### src/hw/rtl/grv_pkg.sv
package grv_pkg;

	localparam int CELL_SIZE_DEF = 64;
	localparam int MAP_CELLS_DEF = 32;

	localparam int PosW  = 19;
	localparam int AngW  = 12;
	localparam int CellW = 5;
	localparam int DistW = 20;
	localparam int CfgW  = 19;

	localparam int CordW = 34;
	localparam int TanW  = 29;
	localparam int QuoW  = 28;
	localparam int MulAW = 20;
	localparam int MulBW = 30;
	localparam int ProdW = 50;
	localparam int CrdW  = 32;
	localparam int SqW   = 40;
	localparam int ItW   = 5;

	localparam logic [ItW-1:0] CORDIC_LAST = 5'd23;
	localparam logic [ItW-1:0] DIV_LAST    = 5'd27;

	// 2048.0 in Q16.16
	localparam logic signed [TanW-1:0] TAN_LIM = 29'sd134217728;

	typedef enum logic [0:0] {
		REG_LIMIT_X = 1'b0,
		REG_LIMIT_Y = 1'b1
	} reg_idx_t;

	typedef enum logic [4:0] {
		ST_IDLE, ST_WR_RD, ST_WR_WR, ST_CORDIC, ST_TAN_CHK, ST_DIV, ST_TAN_SET,
		ST_COL_EST, ST_COL_FIX, ST_MUL_NY, ST_RND_NY, ST_MUL_YS, ST_RND_YS,
		ST_STEP_A, ST_STEP_B, ST_STEP_C, ST_SQ_X, ST_SQ_Y, ST_SQ_SUM, ST_SQRT, ST_DONE
	} grv_state_t;

	typedef enum logic [4:0] {
		OP_IDLE, OP_WR_RD, OP_WR_WR, OP_CORDIC, OP_TAN_CHK, OP_DIV, OP_TAN_SET,
		OP_COL_EST, OP_COL_FIX, OP_MUL_NY, OP_RND_NY, OP_MUL_YS, OP_RND_YS,
		OP_STEP_A, OP_STEP_B, OP_STEP_C, OP_SQ_X, OP_SQ_Y, OP_SQ_SUM, OP_SQRT, OP_HOLD
	} grv_op_t;

	typedef struct packed {
		logic wr_ok;
		logic it_last;
		logic tan_sat;
		logic in_bounds;
		logic wall;
		logic sq_last;
	} grv_status_t;

	// atan(2^-i) on a 2^32-per-turn scale
	function automatic logic [31:0] atan_val(input logic [ItW-1:0] i);
		logic [31:0] v;
		case (i)
			5'd0:    v = 32'd536870912;
			5'd1:    v = 32'd316933406;
			5'd2:    v = 32'd167458907;
			5'd3:    v = 32'd85004756;
			5'd4:    v = 32'd42667331;
			5'd5:    v = 32'd21354465;
			5'd6:    v = 32'd10679838;
			5'd7:    v = 32'd5340245;
			5'd8:    v = 32'd2670163;
			5'd9:    v = 32'd1335087;
			5'd10:   v = 32'd667544;
			5'd11:   v = 32'd333772;
			5'd12:   v = 32'd166886;
			5'd13:   v = 32'd83443;
			5'd14:   v = 32'd41722;
			5'd15:   v = 32'd20861;
			5'd16:   v = 32'd10430;
			5'd17:   v = 32'd5215;
			5'd18:   v = 32'd2608;
			5'd19:   v = 32'd1304;
			5'd20:   v = 32'd652;
			5'd21:   v = 32'd326;
			5'd22:   v = 32'd163;
			5'd23:   v = 32'd81;
			default: v = 32'd0;
		endcase
		return v;
	endfunction

endpackage

### src/hw/rtl/grv_ctrl.sv
module grv_ctrl (
	input  logic                  clk,
	input  logic                  arst_n,
	input  logic                  start,
	input  logic                  kind,
	input  grv_pkg::grv_status_t  st,
	output grv_pkg::grv_op_t      op,
	output logic                  busy,
	output logic                  done
);

	grv_pkg::grv_state_t state_q, state_d;

	always_ff @(posedge clk or negedge arst_n) begin
		if (!arst_n) begin
			state_q <= grv_pkg::ST_IDLE;
		end else begin
			state_q <= state_d;
		end
	end

	always_comb begin
		state_d = state_q;
		op      = grv_pkg::OP_HOLD;
		busy    = 1'b1;
		done    = 1'b0;
		case (state_q)
			grv_pkg::ST_IDLE: begin
				op   = grv_pkg::OP_IDLE;
				busy = 1'b0;
				if (start) begin
					if (kind) begin
						state_d = grv_pkg::ST_CORDIC;
					end else if (st.wr_ok) begin
						state_d = grv_pkg::ST_WR_RD;
					end
				end
			end
			grv_pkg::ST_WR_RD: begin
				op      = grv_pkg::OP_WR_RD;
				state_d = grv_pkg::ST_WR_WR;
			end
			grv_pkg::ST_WR_WR: begin
				op      = grv_pkg::OP_WR_WR;
				state_d = grv_pkg::ST_IDLE;
			end
			grv_pkg::ST_CORDIC: begin
				op = grv_pkg::OP_CORDIC;
				if (st.it_last) state_d = grv_pkg::ST_TAN_CHK;
			end
			grv_pkg::ST_TAN_CHK: begin
				op      = grv_pkg::OP_TAN_CHK;
				state_d = st.tan_sat ? grv_pkg::ST_COL_EST : grv_pkg::ST_DIV;
			end
			grv_pkg::ST_DIV: begin
				op = grv_pkg::OP_DIV;
				if (st.it_last) state_d = grv_pkg::ST_TAN_SET;
			end
			grv_pkg::ST_TAN_SET: begin
				op      = grv_pkg::OP_TAN_SET;
				state_d = grv_pkg::ST_COL_EST;
			end
			grv_pkg::ST_COL_EST: begin
				op      = grv_pkg::OP_COL_EST;
				state_d = grv_pkg::ST_COL_FIX;
			end
			grv_pkg::ST_COL_FIX: begin
				op      = grv_pkg::OP_COL_FIX;
				state_d = grv_pkg::ST_MUL_NY;
			end
			grv_pkg::ST_MUL_NY: begin
				op      = grv_pkg::OP_MUL_NY;
				state_d = grv_pkg::ST_RND_NY;
			end
			grv_pkg::ST_RND_NY: begin
				op      = grv_pkg::OP_RND_NY;
				state_d = grv_pkg::ST_MUL_YS;
			end
			grv_pkg::ST_MUL_YS: begin
				op      = grv_pkg::OP_MUL_YS;
				state_d = grv_pkg::ST_RND_YS;
			end
			grv_pkg::ST_RND_YS: begin
				op      = grv_pkg::OP_RND_YS;
				state_d = grv_pkg::ST_STEP_A;
			end
			grv_pkg::ST_STEP_A: begin
				op      = grv_pkg::OP_STEP_A;
				state_d = st.in_bounds ? grv_pkg::ST_STEP_B : grv_pkg::ST_DONE;
			end
			grv_pkg::ST_STEP_B: begin
				op      = grv_pkg::OP_STEP_B;
				state_d = grv_pkg::ST_STEP_C;
			end
			grv_pkg::ST_STEP_C: begin
				op      = grv_pkg::OP_STEP_C;
				state_d = st.wall ? grv_pkg::ST_SQ_X : grv_pkg::ST_STEP_A;
			end
			grv_pkg::ST_SQ_X: begin
				op      = grv_pkg::OP_SQ_X;
				state_d = grv_pkg::ST_SQ_Y;
			end
			grv_pkg::ST_SQ_Y: begin
				op      = grv_pkg::OP_SQ_Y;
				state_d = grv_pkg::ST_SQ_SUM;
			end
			grv_pkg::ST_SQ_SUM: begin
				op      = grv_pkg::OP_SQ_SUM;
				state_d = grv_pkg::ST_SQRT;
			end
			grv_pkg::ST_SQRT: begin
				op = grv_pkg::OP_SQRT;
				if (st.sq_last) state_d = grv_pkg::ST_DONE;
			end
			grv_pkg::ST_DONE: begin
				done    = 1'b1;
				state_d = grv_pkg::ST_IDLE;
			end
			default: begin
				state_d = grv_pkg::ST_IDLE;
			end
		endcase
	end

endmodule

### config.mk
export PLATFORM = sky130hd
export DESIGN_NAME = grv_ctrl
export DESIGN_NICKNAME = d
export VERILOG_FILES = /design/src/hw/rtl/grv_pkg.sv /design/src/hw/rtl/grv_ctrl.sv
export SDC_FILE = /design/constraint.sdc
export NUM_CORES = 1
export LEC_CHECK = 0
export ABC_AREA = 1
export BUFFER_PORTS_ARGS = -buffer_cell sky130_fd_sc_hd__buf_2
export CAP_MARGIN = 0
export CORE_UTILIZATION = 37
export DETAILED_ROUTE_END_ITERATION = 7
export PLACE_DENSITY = 0.67
export SYNTH_ARGS = -nofsm -noshare
export SYNTH_HDL_FRONTEND = slang
export SYNTH_SLANG_ARGS = --single-unit
export TNS_END_PERCENT = 10
### constraint.sdc
create_clock -name clk -period 1.3 [get_ports clk]
set_input_delay 0.065 -clock clk [delete_from_list [all_inputs] [get_ports clk]]
set_output_delay 0.065 -clock clk [all_outputs]
set_load 0.05 [all_outputs]
==> impl_metrics.toml <==
[sta]
slew_headroom_pct = 83.62
final.period_utilization_pct = 103.5
finalHoldViolations = 0
fin_hold_ws_ns = 0.05469
worst_clock_skew_ns = 0.004766
layout_setup_ws_ns = -0.04530
worstMarginPinSlew_ns = 0.2474
setup_violations = 3
max_freq_ghz = 0.7433
grt_setup_unrepaired = "yes"
drv_slew = 0
period_needed_ns = 1.345

[synth]
synth_cell_type_count = 16
seq_area_frac_synth_pct = 25.13
syn-num-nets = 99
avgSynthCellArea_um2 = 5.595
synth_area_um2 = 498.0
syn_inst = 89
yosys_warnings = 0
synth-seq-cells = 5

[placement]
dpl_cell_area_um2 = 639.4
finalWeightedCongestion = 0.9933
port_buffers = 16
dp_hpwl_mm = 1.149

[final_layout]
postLayoutCellArea_um2 = 725.7
layout.area.seq_um2 = 127.6
nFillCells = 114
nets = 125
top_register = "state_q"
area_growth_pct = 45.73
final_layout_size_suffix_gt1_share_pct = 39.47
largest_reg_flops = 5
multiInputGateArea_um2 = 347.8
reg_top3 = "state_q (5)"
diodes = 0

[critical_path]
cp-start-kind = "flop"
path_cells = "buf_6 > nor4_4 > buf_6"
cp-end-kind = "output port"
slowest_delay_ns = 0.42
arrival_ns = 1.28
r2r_end = "state_q[1]$_DFFE_PN0P_"
crit_top_cell = "buf_6"
worst-setup-path-type = "reg -> out"
critPathTopFamily = "flip-flops"
r2r_start = "state_q[3]$_DFFE_PN0P_"
r2r_cells = 7
reg2reg_slack_ns = 0.01
worstPathRequired_ns = 1.24
worstPathMaxFanout = 4
critPathBufInv = 2
crit_start = "state_q[3]$_DFFE_PN0P_"
slowest_stage = "dfrtp_1"

[min_path]
hp-start = "st[2]"
holdPathEnd = "state_q[4]$_DFFE_PN0P_"
holdPathStages = 2
hp-class = "in -> reg"

[cts]
cts_buffers = 3
clk_latency_ns = 0.25
root_buffer = "clkbuf_4"
cts_sinks = 5
clkTransAtPathRegs_ns = 0.05
cts.htree.levels = 1
tritoncts = "built"
cts.path.max_buffers = 2

[route]
drt-pass1-iter-count = 4
drtIter0Drc = 30
ant_nets = 0
totalWireLength_mm = 1.387
drt-wirelength-per-cell_um = 10.84
drc_errors = 0
num_vias = 657
via_per_inst = 5.133

[die]
core.rowCount = 12
die_h_um = 38.69
start_util_pct = 42.52
die_w_um = 38.69
io_pins = 17
fp.dieArea_mm2 = 0.001497
core_area_mm2 = 0.001171

[power]
p_leak_nw = 0.4222
max-vdd-ir-drop_mv = 1.275
powerDensity_mw_per_mm2 = 2779

[outcome]
violations = "negative setup slack"
status = "finished, violations left"

[grt]
grt_max_degree = 8
grt-ovfl-total = 0
grt_pass1_vias = 577
grt_use_total_pct = 23.65
grt_pass1_wl_mm = 2.366
antenna_found_initial = 0

[job]
cap_violations = 0
==> layout make-up <==
| type | instances | share of cell area [%] |
|---|---|---|
| sequential | 5 | 17.59 |
| timing repair buffer | 22 | 21.55 |
| multi-input combinational | 70 | 47.93 |
| tap | 14 | 2.414 |
| clock inverter | 1 | 0.6897 |
| inverter | 13 | 6.724 |
| clock buffer | 3 | 3.103 |
==> report_power, final <==
part           internal, W  switching [W]
Sequential        0.000237       0.000119
Combinational     0.000503       0.000978
Clock             0.000112      0.0000694
Total             0.000851        0.00117
==> layer usage <==
metal,track usage [%],part of all wire (%),up-vias
li1,-,-,338
met5,0,0,-
met4,15.52,2.3,0
met1,29.23,41,287
met3,1.734,6.5,4
met2,38.75,51,28
==> cells by family after synthesis <==
kind of cell           Yosys count  share of synthesized area (%)
and+or+nand+nor                 61                          52.51
DFF                              5                          25.13
AOI/OAI and AO/OA                9                          10.80
buffers and inverters           14                          11.56
==> synth_stat cells <==
| library cell | n | area (µm²) |
|---|---|---|
| o21ai_0 | 4 | 20.02 |
| nor2_2 | 2 | 12.51 |
| inv_2 | 3 | 11.26 |
| nand3_1 | 11 | 55.05 |
| dlygate4sd1_1 | 1 | 8.760 |
| nand2_1 | 31 | 116.4 |
| o211ai_1 | 2 | 15.01 |
| nand2_2 | 1 | 6.260 |
| inv_1 | 10 | 37.54 |
| nor4_1 | 1 | 6.260 |
| nand3_2 | 1 | 10.01 |
| dfrtp_1 | 5 | 125.1 |
| nand4_1 | 1 | 6.260 |
| nor2_1 | 13 | 48.80 |
| o21ai_2 | 1 | 8.760 |
| a21oi_1 | 2 | 10.01 |
==> per-stage QoR <==
step | cells | TNS, ns | worst slack (ns) | utilization (%) | total power, W
detailed placement | 123 | -0.01983 | -0.007719 | 54.59 | 0.001666
finish | 128 | -0.05846 | -0.04530 | 61.97 | 0.002016
CTS | 128 | -0.1875 | -0.03980 | 61.00 | 0.001971
global placement | 123 | -0.06326 | -0.02409 | 54.59 | 0.001672
global route | 128 | -0.6360 | -0.1036 | 61.97 | 0.002185
floorplan | 89 | -0.8258 | -0.1753 | - | 0.001321
==> how the worst max path moves through the flow <==
stage	to	cells past startpoint
CTS	done	4
global placement	state_q[2]$_DFFE_PN0P_	8
floorplan	state_q[1]$_DFFE_PN0P_	8
finish	done	3
global route	done	3
detailed placement	state_q[2]$_DFFE_PN0P_	8
==> what timing repair did <==
| action | 4_1_cts | 5_1_grt |
|---|---|---|
| gates resized for setup | 17 | 4 |
| endpoints found under the setup margin | 8 | 8 |
| buffers inserted | 0 | 0 |
| hold buffers | 1 | 0 |
| pin swaps | 3 | 2 |
| endpoints found under the hold margin | 5 | 0 |
==> layout by cell type (no fill, tap or decap), drive strengths merged <==
cell type / n
nand2: 32
buf: 21
nor2: 15
inv: 13
nand3: 12
o21ai: 5
dfrtp: 5
clkbuf: 3
a21oi: 2
o211ai: 2
nor4: 1
nand4: 1
clkinv: 1
dlygate4sd3: 1
==> worst reg2reg max path: stages (launching register included) <==
cell,delay (ns)
dfrtp_1,0.42
buf_6,0.15
nor2_1,0.17
nand3_1,0.14
o21ai_2,0.11
nor2_2,0.07
nand2_1,0.07
nand2_1,0.05
Power figures use the tool's default switching activity.
